===== config.mk =====
export PLATFORM = sky130hd
export DESIGN_NAME = sorted_list_table_engine
export DESIGN_NICKNAME = d
export VERILOG_FILES = /design/src/hdl/slte_pkg.sv /design/src/hdl/sorted_list_table_engine.sv
export SDC_FILE = /design/constraint.sdc
export NUM_CORES = 2
export LEC_CHECK = 0
export BUFFER_PORTS_ARGS = -buffer_cell sky130_fd_sc_hd__clkbuf_2
export CORE_ASPECT_RATIO = 1.2
export CORE_MARGIN = 10
export CORE_UTILIZATION = 40
export CTS_CLUSTER_SIZE = 14
export DETAILED_ROUTE_END_ITERATION = 8
export GPL_ROUTABILITY_DRIVEN = 0
export SYNTH_ARGS = -nofsm -noshare
export SYNTH_HDL_FRONTEND = slang
export SYNTH_SLANG_ARGS = --single-unit

===== constraint.sdc =====
create_clock -name clk -period 8.28 [get_ports clk]
set_clock_uncertainty 0.05 [all_clocks]
set_input_delay 1.242 -clock clk [delete_from_list [all_inputs] [get_ports clk]]
set_output_delay 1.242 -clock clk [all_outputs]
set_load 0.02 [all_outputs]

===== src/hdl/slte_pkg.sv =====
// Package for the sorted list table engine.
// Holds the input and result word types and the mode and status codes.
// Depends on nothing.
package slte_pkg;

  localparam int VALUE_W = 32;
  localparam int SLOT_W = 6;
  localparam int MAX_DUMP = 63;

  localparam logic [1:0] MODE_INSERT = 2'd0;
  localparam logic [1:0] MODE_DELETE = 2'd1;
  localparam logic [1:0] MODE_COMPACT = 2'd2;
  localparam logic [1:0] MODE_DUMP = 2'd3;

  localparam logic [2:0] ST_DONE = 3'd0;
  localparam logic [2:0] ST_FULL = 3'd1;
  localparam logic [2:0] ST_NOT_FOUND = 3'd2;
  localparam logic [2:0] ST_ENTRY = 3'd3;
  localparam logic [2:0] ST_EMPTY = 3'd4;

  typedef struct packed {
    logic [1:0] mode;
    logic signed [VALUE_W-1:0] value;
  } in_word_t;

  typedef struct packed {
    logic [2:0] status;
    logic [SLOT_W-1:0] slot;
    logic signed [VALUE_W-1:0] entry_value;
    logic last;
  } out_word_t;

endpackage


===== src/hdl/sorted_list_table_engine.sv =====
// Top level of the sorted list table engine.
// Holds the value, link and remap memories and the sequencer that walks them.
// Depends on slte_pkg.

// A word is taken when start is high and busy is low; each result word appears for
// one cycle with out_valid high and the receiver cannot stall it, the last result of
// a command carries last. Each command walks the memories step by step: insert scans
// for the lowest free slot from slot 1 up, compares the new value with each entry of
// the list in turn until it finds a larger one or the end, and then links the new entry;
// delete visits each entry until one matches or the list ends; compact ranks the used
// slots, moves each used slot down to its rank, and then finishes; dump reads and
// shows one result word per list entry, at most 63 words.
module sorted_list_table_engine
  import slte_pkg::*;
#(
  parameter int SLOTS = 64
) (
  input  logic      clk,
  input  logic      rst_n,
  input  logic      start,
  output logic      busy,
  input  in_word_t  in_word,
  output logic      out_valid,
  output out_word_t out_word
);

  localparam int AW = $clog2(SLOTS);

  localparam logic [3:0] S_IDLE = 4'd0;
  localparam logic [3:0] S_INS_SCAN = 4'd1;
  localparam logic [3:0] S_INS_WALK = 4'd2;
  localparam logic [3:0] S_INS_CHK = 4'd3;
  localparam logic [3:0] S_INS_LINK = 4'd4;
  localparam logic [3:0] S_INS_FIX = 4'd5;
  localparam logic [3:0] S_DEL_WALK = 4'd6;
  localparam logic [3:0] S_DEL_CHK = 4'd7;
  localparam logic [3:0] S_CMP_RANK = 4'd8;
  localparam logic [3:0] S_CMP_SCAN = 4'd9;
  localparam logic [3:0] S_CMP_MAP = 4'd10;
  localparam logic [3:0] S_CMP_WR = 4'd11;
  localparam logic [3:0] S_CMP_HEAD = 4'd12;
  localparam logic [3:0] S_CMP_DONE = 4'd13;
  localparam logic [3:0] S_DMP_RD = 4'd14;
  localparam logic [3:0] S_DMP_OUT = 4'd15;

  localparam logic [AW-1:0] LAST_SLOT = AW'(SLOTS - 1);
  localparam logic [AW-1:0] NIL = '0;
  localparam logic [SLOT_W-1:0] DUMP_END = SLOT_W'(MAX_DUMP - 1);

  logic [VALUE_W-1:0] value_mem [SLOTS];
  logic [AW-1:0] link_mem [SLOTS];
  logic [AW-1:0] remap_mem [SLOTS];

  logic [3:0] state_r, state_nxt;
  logic [SLOTS-1:0] used_r, used_nxt;
  logic [AW-1:0] head_r, head_nxt;
  logic [AW-1:0] cur_r, cur_nxt;
  logic [AW-1:0] prev_r, prev_nxt;
  logic [AW-1:0] free_r, free_nxt;
  logic [AW-1:0] idx_r, idx_nxt;
  logic [AW-1:0] rank_r, rank_nxt;
  logic [SLOT_W-1:0] cnt_r, cnt_nxt;
  logic signed [VALUE_W-1:0] val_r, val_nxt;
  logic [VALUE_W-1:0] hold_r, hold_nxt;
  logic out_valid_r, out_valid_nxt;
  out_word_t out_word_r, out_word_nxt;

  logic [AW-1:0] vl_ra, remap_ra;
  logic [VALUE_W-1:0] value_q;
  logic [AW-1:0] link_q, remap_q;
  logic value_we, link_we, remap_we;
  logic [AW-1:0] value_wa, link_wa, remap_wa;
  logic [VALUE_W-1:0] value_wd;
  logic [AW-1:0] link_wd, remap_wd;
  logic dump_last;

  always_ff @(posedge clk) begin
    if (value_we) begin
      value_mem[value_wa] <= value_wd;
    end
    value_q <= value_mem[vl_ra];
  end

  always_ff @(posedge clk) begin
    if (link_we) begin
      link_mem[link_wa] <= link_wd;
    end
    link_q <= link_mem[vl_ra];
  end

  always_ff @(posedge clk) begin
    if (remap_we) begin
      remap_mem[remap_wa] <= remap_wd;
    end
    remap_q <= remap_mem[remap_ra];
  end

  assign dump_last = (link_q == NIL) || (cnt_r == DUMP_END);

  always_comb begin
    state_nxt = state_r;
    used_nxt = used_r;
    head_nxt = head_r;
    cur_nxt = cur_r;
    prev_nxt = prev_r;
    free_nxt = free_r;
    idx_nxt = idx_r;
    rank_nxt = rank_r;
    cnt_nxt = cnt_r;
    val_nxt = val_r;
    hold_nxt = hold_r;
    out_valid_nxt = 1'b0;
    out_word_nxt = out_word_r;
    vl_ra = cur_r;
    remap_ra = head_r;
    value_we = 1'b0;
    value_wa = free_r;
    value_wd = val_r;
    link_we = 1'b0;
    link_wa = free_r;
    link_wd = cur_r;
    remap_we = 1'b0;
    remap_wa = idx_r;
    remap_wd = NIL;

    unique case (state_r)
      S_IDLE: begin
        if (start) begin
          val_nxt = in_word.value;
          cur_nxt = head_r;
          prev_nxt = NIL;
          idx_nxt = NIL;
          rank_nxt = NIL;
          cnt_nxt = '0;
          unique case (in_word.mode)
            MODE_INSERT: begin
              idx_nxt = AW'(1);
              state_nxt = S_INS_SCAN;
            end
            MODE_DELETE: state_nxt = S_DEL_WALK;
            MODE_COMPACT: state_nxt = S_CMP_RANK;
            MODE_DUMP: begin
              if (head_r == NIL) begin
                out_valid_nxt = 1'b1;
                out_word_nxt = '{ST_EMPTY, '0, '0, 1'b1};
              end else begin
                state_nxt = S_DMP_RD;
              end
            end
            default: state_nxt = S_IDLE;
          endcase
        end
      end
      S_INS_SCAN: begin
        if (!used_r[idx_r]) begin
          free_nxt = idx_r;
          state_nxt = S_INS_WALK;
        end else if (idx_r == LAST_SLOT) begin
          out_valid_nxt = 1'b1;
          out_word_nxt = '{ST_FULL, '0, val_r, 1'b1};
          state_nxt = S_IDLE;
        end else begin
          idx_nxt = idx_r + AW'(1);
        end
      end
      S_INS_WALK: begin
        state_nxt = (cur_r == NIL) ? S_INS_LINK : S_INS_CHK;
      end
      S_INS_CHK: begin
        if ($signed(value_q) <= val_r) begin
          prev_nxt = cur_r;
          cur_nxt = link_q;
          state_nxt = S_INS_WALK;
        end else begin
          state_nxt = S_INS_LINK;
        end
      end
      S_INS_LINK: begin
        value_we = 1'b1;
        link_we = 1'b1;
        used_nxt[free_r] = 1'b1;
        state_nxt = S_INS_FIX;
      end
      S_INS_FIX: begin
        if (prev_r == NIL) begin
          head_nxt = free_r;
        end else begin
          link_we = 1'b1;
          link_wa = prev_r;
          link_wd = free_r;
        end
        out_valid_nxt = 1'b1;
        out_word_nxt = '{ST_DONE, SLOT_W'(free_r), val_r, 1'b1};
        state_nxt = S_IDLE;
      end
      S_DEL_WALK: begin
        if (cur_r == NIL) begin
          out_valid_nxt = 1'b1;
          out_word_nxt = '{ST_NOT_FOUND, '0, val_r, 1'b1};
          state_nxt = S_IDLE;
        end else begin
          state_nxt = S_DEL_CHK;
        end
      end
      S_DEL_CHK: begin
        if ($signed(value_q) == val_r) begin
          if (prev_r == NIL) begin
            head_nxt = link_q;
          end else begin
            link_we = 1'b1;
            link_wa = prev_r;
            link_wd = link_q;
          end
          used_nxt[cur_r] = 1'b0;
          out_valid_nxt = 1'b1;
          out_word_nxt = '{ST_DONE, SLOT_W'(cur_r), val_r, 1'b1};
          state_nxt = S_IDLE;
        end else begin
          prev_nxt = cur_r;
          cur_nxt = link_q;
          state_nxt = S_DEL_WALK;
        end
      end
      S_CMP_RANK: begin
        remap_we = 1'b1;
        if (used_r[idx_r] && (idx_r != NIL)) begin
          remap_wd = rank_r + AW'(1);
          rank_nxt = rank_r + AW'(1);
        end
        if (idx_r == LAST_SLOT) begin
          idx_nxt = AW'(1);
          cur_nxt = NIL;
          state_nxt = S_CMP_SCAN;
        end else begin
          idx_nxt = idx_r + AW'(1);
        end
      end
      S_CMP_SCAN: begin
        vl_ra = idx_r;
        if (used_r[idx_r]) begin
          state_nxt = S_CMP_MAP;
        end else if (idx_r == LAST_SLOT) begin
          state_nxt = S_CMP_HEAD;
        end else begin
          idx_nxt = idx_r + AW'(1);
        end
      end
      S_CMP_MAP: begin
        remap_ra = link_q;
        hold_nxt = value_q;
        cur_nxt = cur_r + AW'(1);
        state_nxt = S_CMP_WR;
      end
      S_CMP_WR: begin
        value_we = 1'b1;
        value_wa = cur_r;
        value_wd = hold_r;
        link_we = 1'b1;
        link_wa = cur_r;
        link_wd = remap_q;
        if (idx_r == LAST_SLOT) begin
          state_nxt = S_CMP_HEAD;
        end else begin
          idx_nxt = idx_r + AW'(1);
          state_nxt = S_CMP_SCAN;
        end
      end
      S_CMP_HEAD: begin
        remap_ra = head_r;
        state_nxt = S_CMP_DONE;
      end
      S_CMP_DONE: begin
        head_nxt = remap_q;
        for (int j = 0; j < SLOTS; j++) begin
          used_nxt[j] = (j != 0) && (AW'(j) <= rank_r);
        end
        out_valid_nxt = 1'b1;
        out_word_nxt = '{ST_DONE, '0, '0, 1'b1};
        state_nxt = S_IDLE;
      end
      S_DMP_RD: begin
        state_nxt = S_DMP_OUT;
      end
      S_DMP_OUT: begin
        out_valid_nxt = 1'b1;
        out_word_nxt = '{ST_ENTRY, SLOT_W'(cur_r), $signed(value_q), dump_last};
        if (dump_last) begin
          state_nxt = S_IDLE;
        end else begin
          cur_nxt = link_q;
          cnt_nxt = cnt_r + SLOT_W'(1);
          state_nxt = S_DMP_RD;
        end
      end
      default: state_nxt = S_IDLE;
    endcase
  end

  always_ff @(posedge clk) begin
    if (!rst_n) begin
      state_r <= S_IDLE;
      used_r <= '0;
      head_r <= NIL;
      out_valid_r <= 1'b0;
    end else begin
      state_r <= state_nxt;
      used_r <= used_nxt;
      head_r <= head_nxt;
      out_valid_r <= out_valid_nxt;
    end
  end

  always_ff @(posedge clk) begin
    cur_r <= cur_nxt;
    prev_r <= prev_nxt;
    free_r <= free_nxt;
    idx_r <= idx_nxt;
    rank_r <= rank_nxt;
    cnt_r <= cnt_nxt;
    val_r <= val_nxt;
    hold_r <= hold_nxt;
    out_word_r <= out_word_nxt;
  end

  assign busy = (state_r != S_IDLE);
  assign out_valid = out_valid_r;
  assign out_word = out_word_r;

endmodule


Yosys cells after proc, flatten, opt, wreduce, memory -nomap -nowiden
Memory sizes are Yosys's and may differ from the RTL's. A register that Yosys moved wholly into a read port is not among the register bits.
Cells that the tools add are included.

word-level totals
  register bits = 217
  RAM bits = 2816
  input bits = 37
  output and inout port bits = 44
  memories kept = 3

operators by class
  $add $sub $neg = 4
  order comparisons = 69
  eq/ne operators = 39
  multiplexer cells = 88
  bitwise gates (word level) = 4
  reductions and logical operators = 34

memories
  memory     words  bits a word  rd ports  clocked after Yosys merged registers in  wr ports  RTL line                        source
  value_mem  64     32           1         1                                        1         sorted_list_table_engine.sv:50  logic [VALUE_W-1:0] value_mem [SLOTS];
  link_mem   64     6            1         1                                        1         sorted_list_table_engine.sv:51  logic [AW-1:0] link_mem [SLOTS];
  remap_mem  64     6            1         1                                        1         sorted_list_table_engine.sv:52  logic [AW-1:0] remap_mem [SLOTS];

operators by type and width
  cell                                                                             count
  42-bit 2-to-1 mux                                                                7
  42-bit case mux with 7 select lines                                              1
  6-bit less-or-equal comparator, first input constant                             32
  64-bit case mux with 3 select lines                                              1
  6-bit 2-to-1 mux                                                                 28
  5-bit by 6-bit less-or-equal comparator with 1-bit output, first input constant  16
  6-bit case mux with 3 select lines                                               4
  64-bit bitwise AND                                                               1
  64-bit 2-to-1 mux                                                                1
  64-bit inverter                                                                  1
  64-bit bitwise OR                                                                1
  4-bit case mux with 15 select lines                                              1
  4-bit by 6-bit less-or-equal comparator with 1-bit output, first input constant  8
  6-bit case mux with 6 select lines                                               1
  32-bit == test                                                                   1
  4-bit == test, second input constant                                             8
  32-bit less-or-equal comparator                                                  1
  32-bit 2-to-1 mux                                                                1
  4-bit 2-to-1 mux                                                                 8
  6-bit case mux with 5 select lines                                               1
  2-bit inequality test, second input constant                                     14
  6-bit by 1-bit adder with 6-bit output, second input constant                    4
  3-bit by 6-bit less-or-equal comparator with 1-bit output, first input constant  4
  6-bit zero test                                                                  4
  other kinds (39)                                                                 89

Depth between registers and ports, before layout
  depth in word-level cells = 8
  depth in mapped cells = 13

Worst setup path after synthesis
Ideal clock, no wire load.

  path kind = register to register
  start point = register idx_r[5]
  end point = memory remap_mem[0][2] (netlist bit), data pin
  library setup time = 864 ps
  arrival time = 5494 ps
  required time = 7366 ps
  setup slack = 1872 ps
  cell stages (with the launch flop) = 9
  path buffers = 2
  period minus slack after synthesis = 6408 ps
  cells stage by stage = edfxtp_1 -> clkbuf_1 -> or3b_2 -> clkbuf_1 -> or3b_2 -> o211a_1 -> o221ai_1 -> nor2_2 -> nor4_1

on the way
  cells in the longest elaborated chain, start to end = 5
  elaborated cells between the ends (all ways) = 6
  classes of those cells = mux: 4; reduce/logical: 2

RTL lines
  element                                    RTL line                         source
  start: declaration                         sorted_list_table_engine.sv:60   logic [AW-1:0] idx_r, idx_nxt;
  start signal: assignment                   sorted_list_table_engine.sv:317  idx_r <= idx_nxt;
  1-bit binary-select mux with 6-bit select  sorted_list_table_engine.sv:226  if (used_r[idx_r] && (idx_r != NIL)) begin
  1-bit 2-to-1 mux (implied by the code)     sorted_list_table_engine.sv:226
  1-bit logical AND *                        sorted_list_table_engine.sv:226
  6-bit 2-to-1 mux *                         sorted_list_table_engine.sv:226
  6-bit 2-to-1 mux *                         sorted_list_table_engine.sv:126  unique case (state_r)
  net remap_wd[2]                            sorted_list_table_engine.sv:74   logic [AW-1:0] link_wd, remap_wd;
  end: declaration                           sorted_list_table_engine.sv:52

Mark *: on every way through the listed nets, which the timed path passes. The rest lies on a longest branch. The select of a mux whose other input is x is not followed.

Final worst setup path
  start point = register state_r[1]
  end point = memory value_mem[19][28] (enable)

on the way
  cells in the longest elaborated chain, start to end = 5
  elaborated cells between the ends (all ways) = 7
  classes of those cells = eq/ne: 2; mux: 4; reduce/logical: 1

RTL lines
  element                                                                           RTL line                         source
  start: declaration                                                                sorted_list_table_engine.sv:54   logic [3:0] state_r, state_nxt;
  start signal: assignment                                                          sorted_list_table_engine.sv:306  state_r <= state_nxt;
  4-bit == test / 4-bit by 3-bit == test with 1-bit output (equally long branches)  sorted_list_table_engine.sv:126
  2-bit OR reduction (no line)                                                      -
  1-bit 2-to-1 mux                                                                  sorted_list_table_engine.sv:126
  1-bit 2-to-1 mux                                                                  sorted_list_table_engine.sv:78   if (value_we) begin
  1-bit 2-to-1 mux (implied by the code)                                            sorted_list_table_engine.sv:79   value_mem[value_wa] <= value_wd;
  end: declaration                                                                  sorted_list_table_engine.sv:50

Several ways; a longest one is shown, not always the timed one.

==> results_dict.tcl <==
set metrics [dict create \
    fp.coreArea_um2 302200 \
    io_buffers 80 \
    root_buffer "clkbuf_16" \
    h-tree-depth 5 \
    max_freq_mhz 180.4 \
    critPathArrivalTime_ns 6.00 \
    syn_nets 6232 \
    synthXorXnorAreaFrac 0.001154 \
    pre_cts_ws_ns 2.841 \
    finalNonFillerCells 10680 \
    rows 221 \
    synth_area_um2 121500 \
    cts.clk_slew.worst_paths_ns 0.06 \
    synth_enable_flop_cells 2958 \
    ios 81 \
    drive_gt1_frac 0.2372 \
    cts_buffers 320 \
    synth_cell_type_count 74 \
    slew_violations 0 \
    syn_area_per_cell_um2 19.74 \
    synth_top_family_by_area "multiplexers" \
    worst_slack_ns 2.738 \
    antenna_found_initial 24 \
    p_leak_nw 43.28 \
    hold_class "flop to flop" \
    postRouteAntennaNets 0 \
    ys_ff_latch 3077 \
    area_growth_pct 13.90 \
    cts.repair.resized 0 \
    vias 62880 \
    use_met3 0.03451 \
    setup_viol 0 \
    synth-simple-area-share 0.03112 \
    dieArea_um2 326200 \
    peakVddDrop_uv 281.4 \
    grt_pass1_wl_um 470800 \
    placed_cell_area_um2 128000 \
    period_share 0.6693 \
    synth_cells 6154 \
    final_common_cell "edfxtp_1" \
    ys_warn_count 0 \
    synth_compound_area_frac 0.03803 \
    period_needed_ns 5.542 \
    synth_top_area_cell "edfxtp_1" \
    end_kind "flop" \
    initial_core_util 0.4019 \
    worstPathRequired_ns 8.73 \
    fin_setup_tns_ns 0 \
    vias_per_cell 5.887 \
    tritoncts "done" \
    mostFrequentLayoutCells "2958 x edfxtp_1, 704 x mux4_2, 346 x mux2i_1" \
    ys.flop_type "edfxtp_1" \
    routedWlPerCell_um 30.79 \
    ys_seq_area_frac 0.7509 \
    grt_usage 0.1965 \
    grt_pass1_vias 63810 \
    critPathLaunchType "flop" \
    status "completed" \
    cts.sinks 3077 \
    ys_top_cells_by_area "edfxtp_1 73%, mux4_2 13%, mux2i_1 2.9%" \
    synthArstFlopShare 0 \
    cts_buffer_depth 4 \
    critical_path_class "flop to flop" \
    register_area_um2 91210 \
    synthMuxAreaShare 0.1603 \
    postCtsHoldBufs 0 \
    multi_input_area_um2 29600 \
    drv_cap 0 \
    fillers 25160 \
    hold_violations 0 \
    clkLatencyLatePin_ns 0.91 \
    routed_wl_um 328900 \
    gr-max-usage-layer "met2" \
    drt_pass1_iterations 8 \
    use_met2 0.3327 \
    place_inst 10090 \
    grt_setup_unrepaired "no" \
    die_height_um 623.7 \
    p_per_area_nw_per_um2 336.5 \
    maxSlewHeadroom 0.1342 \
    drc 0 \
    synthAdderAreaFrac 0.004223 \
    fin_area_um2 138400 \
    dp_hpwl_um 196600 \
    met1_usage 0.2640 \
    worstMarginPinSlew_ns 1.299 \
    cts_setup_buffers 0 \
    grt_max_degree 122 \
    critical_path_peak_fanout 30 \
    drt_iter0_drc 7749 \
    grt-ovfl-total 0 \
    yosysTopAreaCellShare 0.7312 \
    die_x_um 523.1 \
    nets 6477 \
]
cell type report:
cell class,instances,share of cell area
Sequential cell,3077,0.6593
Multi-Input combinational cell,2679,0.2139
Clock inverter,164,0.01093
Tap cell,4014,0.03630
Inverter,58,0.001574
Clock buffer,419,0.06341
Timing Repair Buffer,263,0.01445
Antenna cell,8,0.0001447
synthesized netlist by cell type, types with 7 or more instances:
master,number
ha_1,41
nor4_1,14
o22ai_1,185
a31oi_1,11
and2_1,12
buf_2,110
xnor2_1,7
a21boi_0,68
dfxtp_1,119
and3_1,20
xor2_1,9
edfxtp_1,2958
nor2_1,273
o21ai_0,183
a22o_1,32
or4_1,37
nand2_1,262
or3_1,8
nand2b_1,15
nand4_1,15
a21oi_1,142
a22oi_1,17
clkbuf_1,181
a21o_1,10
nor3_1,22
mux2_2,9
a221o_1,9
mux4_2,704
buf_1,32
nand3b_1,8
nor2b_1,40
a221oi_1,8
inv_1,53
or2_2,10
nand3_1,71
o31ai_1,7
buf_6,11
mux2i_1,350
o221ai_1,12
logic make-up after synthesis:
| family | Yosys count |
|---|---|
| fa+ha+maj | 41 |
| flops | 3077 |
| xor+xnor | 16 |
| simple gates | 822 |
| compound gates | 736 |
| buf+inv | 398 |
| mux | 1064 |
stage by stage:
step / power, W / utilization / hold WS, ns
2_1_floorplan: 0.02791 / - / 0.3582
6_report: 0.04656 / 0.4578 / 0.4302
4_1_cts: 0.04682 / 0.4577 / 0.3944
3_3_place_gp: 0.03254 / 0.4237 / 0.4148
3_5_place_dp: 0.03265 / 0.4237 / 0.4243
5_1_grt: 0.04813 / 0.4577 / 0.4130
critical path, stage by stage, from the launching register on:
cell     delay [ns]
dfxtp_1        0.34
buf_4          0.32
nor2b_1        0.55
nand2_1        0.75
a21oi_1        0.95
nand3_1        0.81
nor2_4         0.90
buf_4          0.47
layer usage:
layer	routed length, µm	part of all wire
met2	165300	0.50
met1	130400	0.40
met3	24550	0.075
met5	35	0.00011
met4	8656	0.026
flip-flops by register name, summed over array words and instances (netlist names):
signal     flops
rank_r         6
val_r         32
idx_r          6
cnt_r          6
used_r        64
free_r         6
remap_q        6
head_r         6
hold_r        32
out_word      42
prev_r         6
remap_mem    384
out_valid      1
value_q       32
link_mem     384
cur_r          6
value_mem   2048
link_q         6
state_r        4
final timing paths:
path	startpoint	end	slack (ns)	cells after the start
worst max-delay path	state_r[1]	value_mem[19][28]	2.74	7
worst min-delay path	used_r[57]	used_r[57]	0.43	2
worst max register to register	state_r[1]	value_mem[19][28]	2.74	7
worst min register to register	used_r[57]	used_r[57]	0.43	2
report_power, final:
group	internal [W]	switching [W]	total [W]
logic	0.00487	0.00807	0.0129
registers	0.0187	0.000634	0.0194
clock network	0.00826	0.00599	0.0142
total	0.0319	0.0147	0.0466
Note: power is estimated with default switching activity, not from simulation.
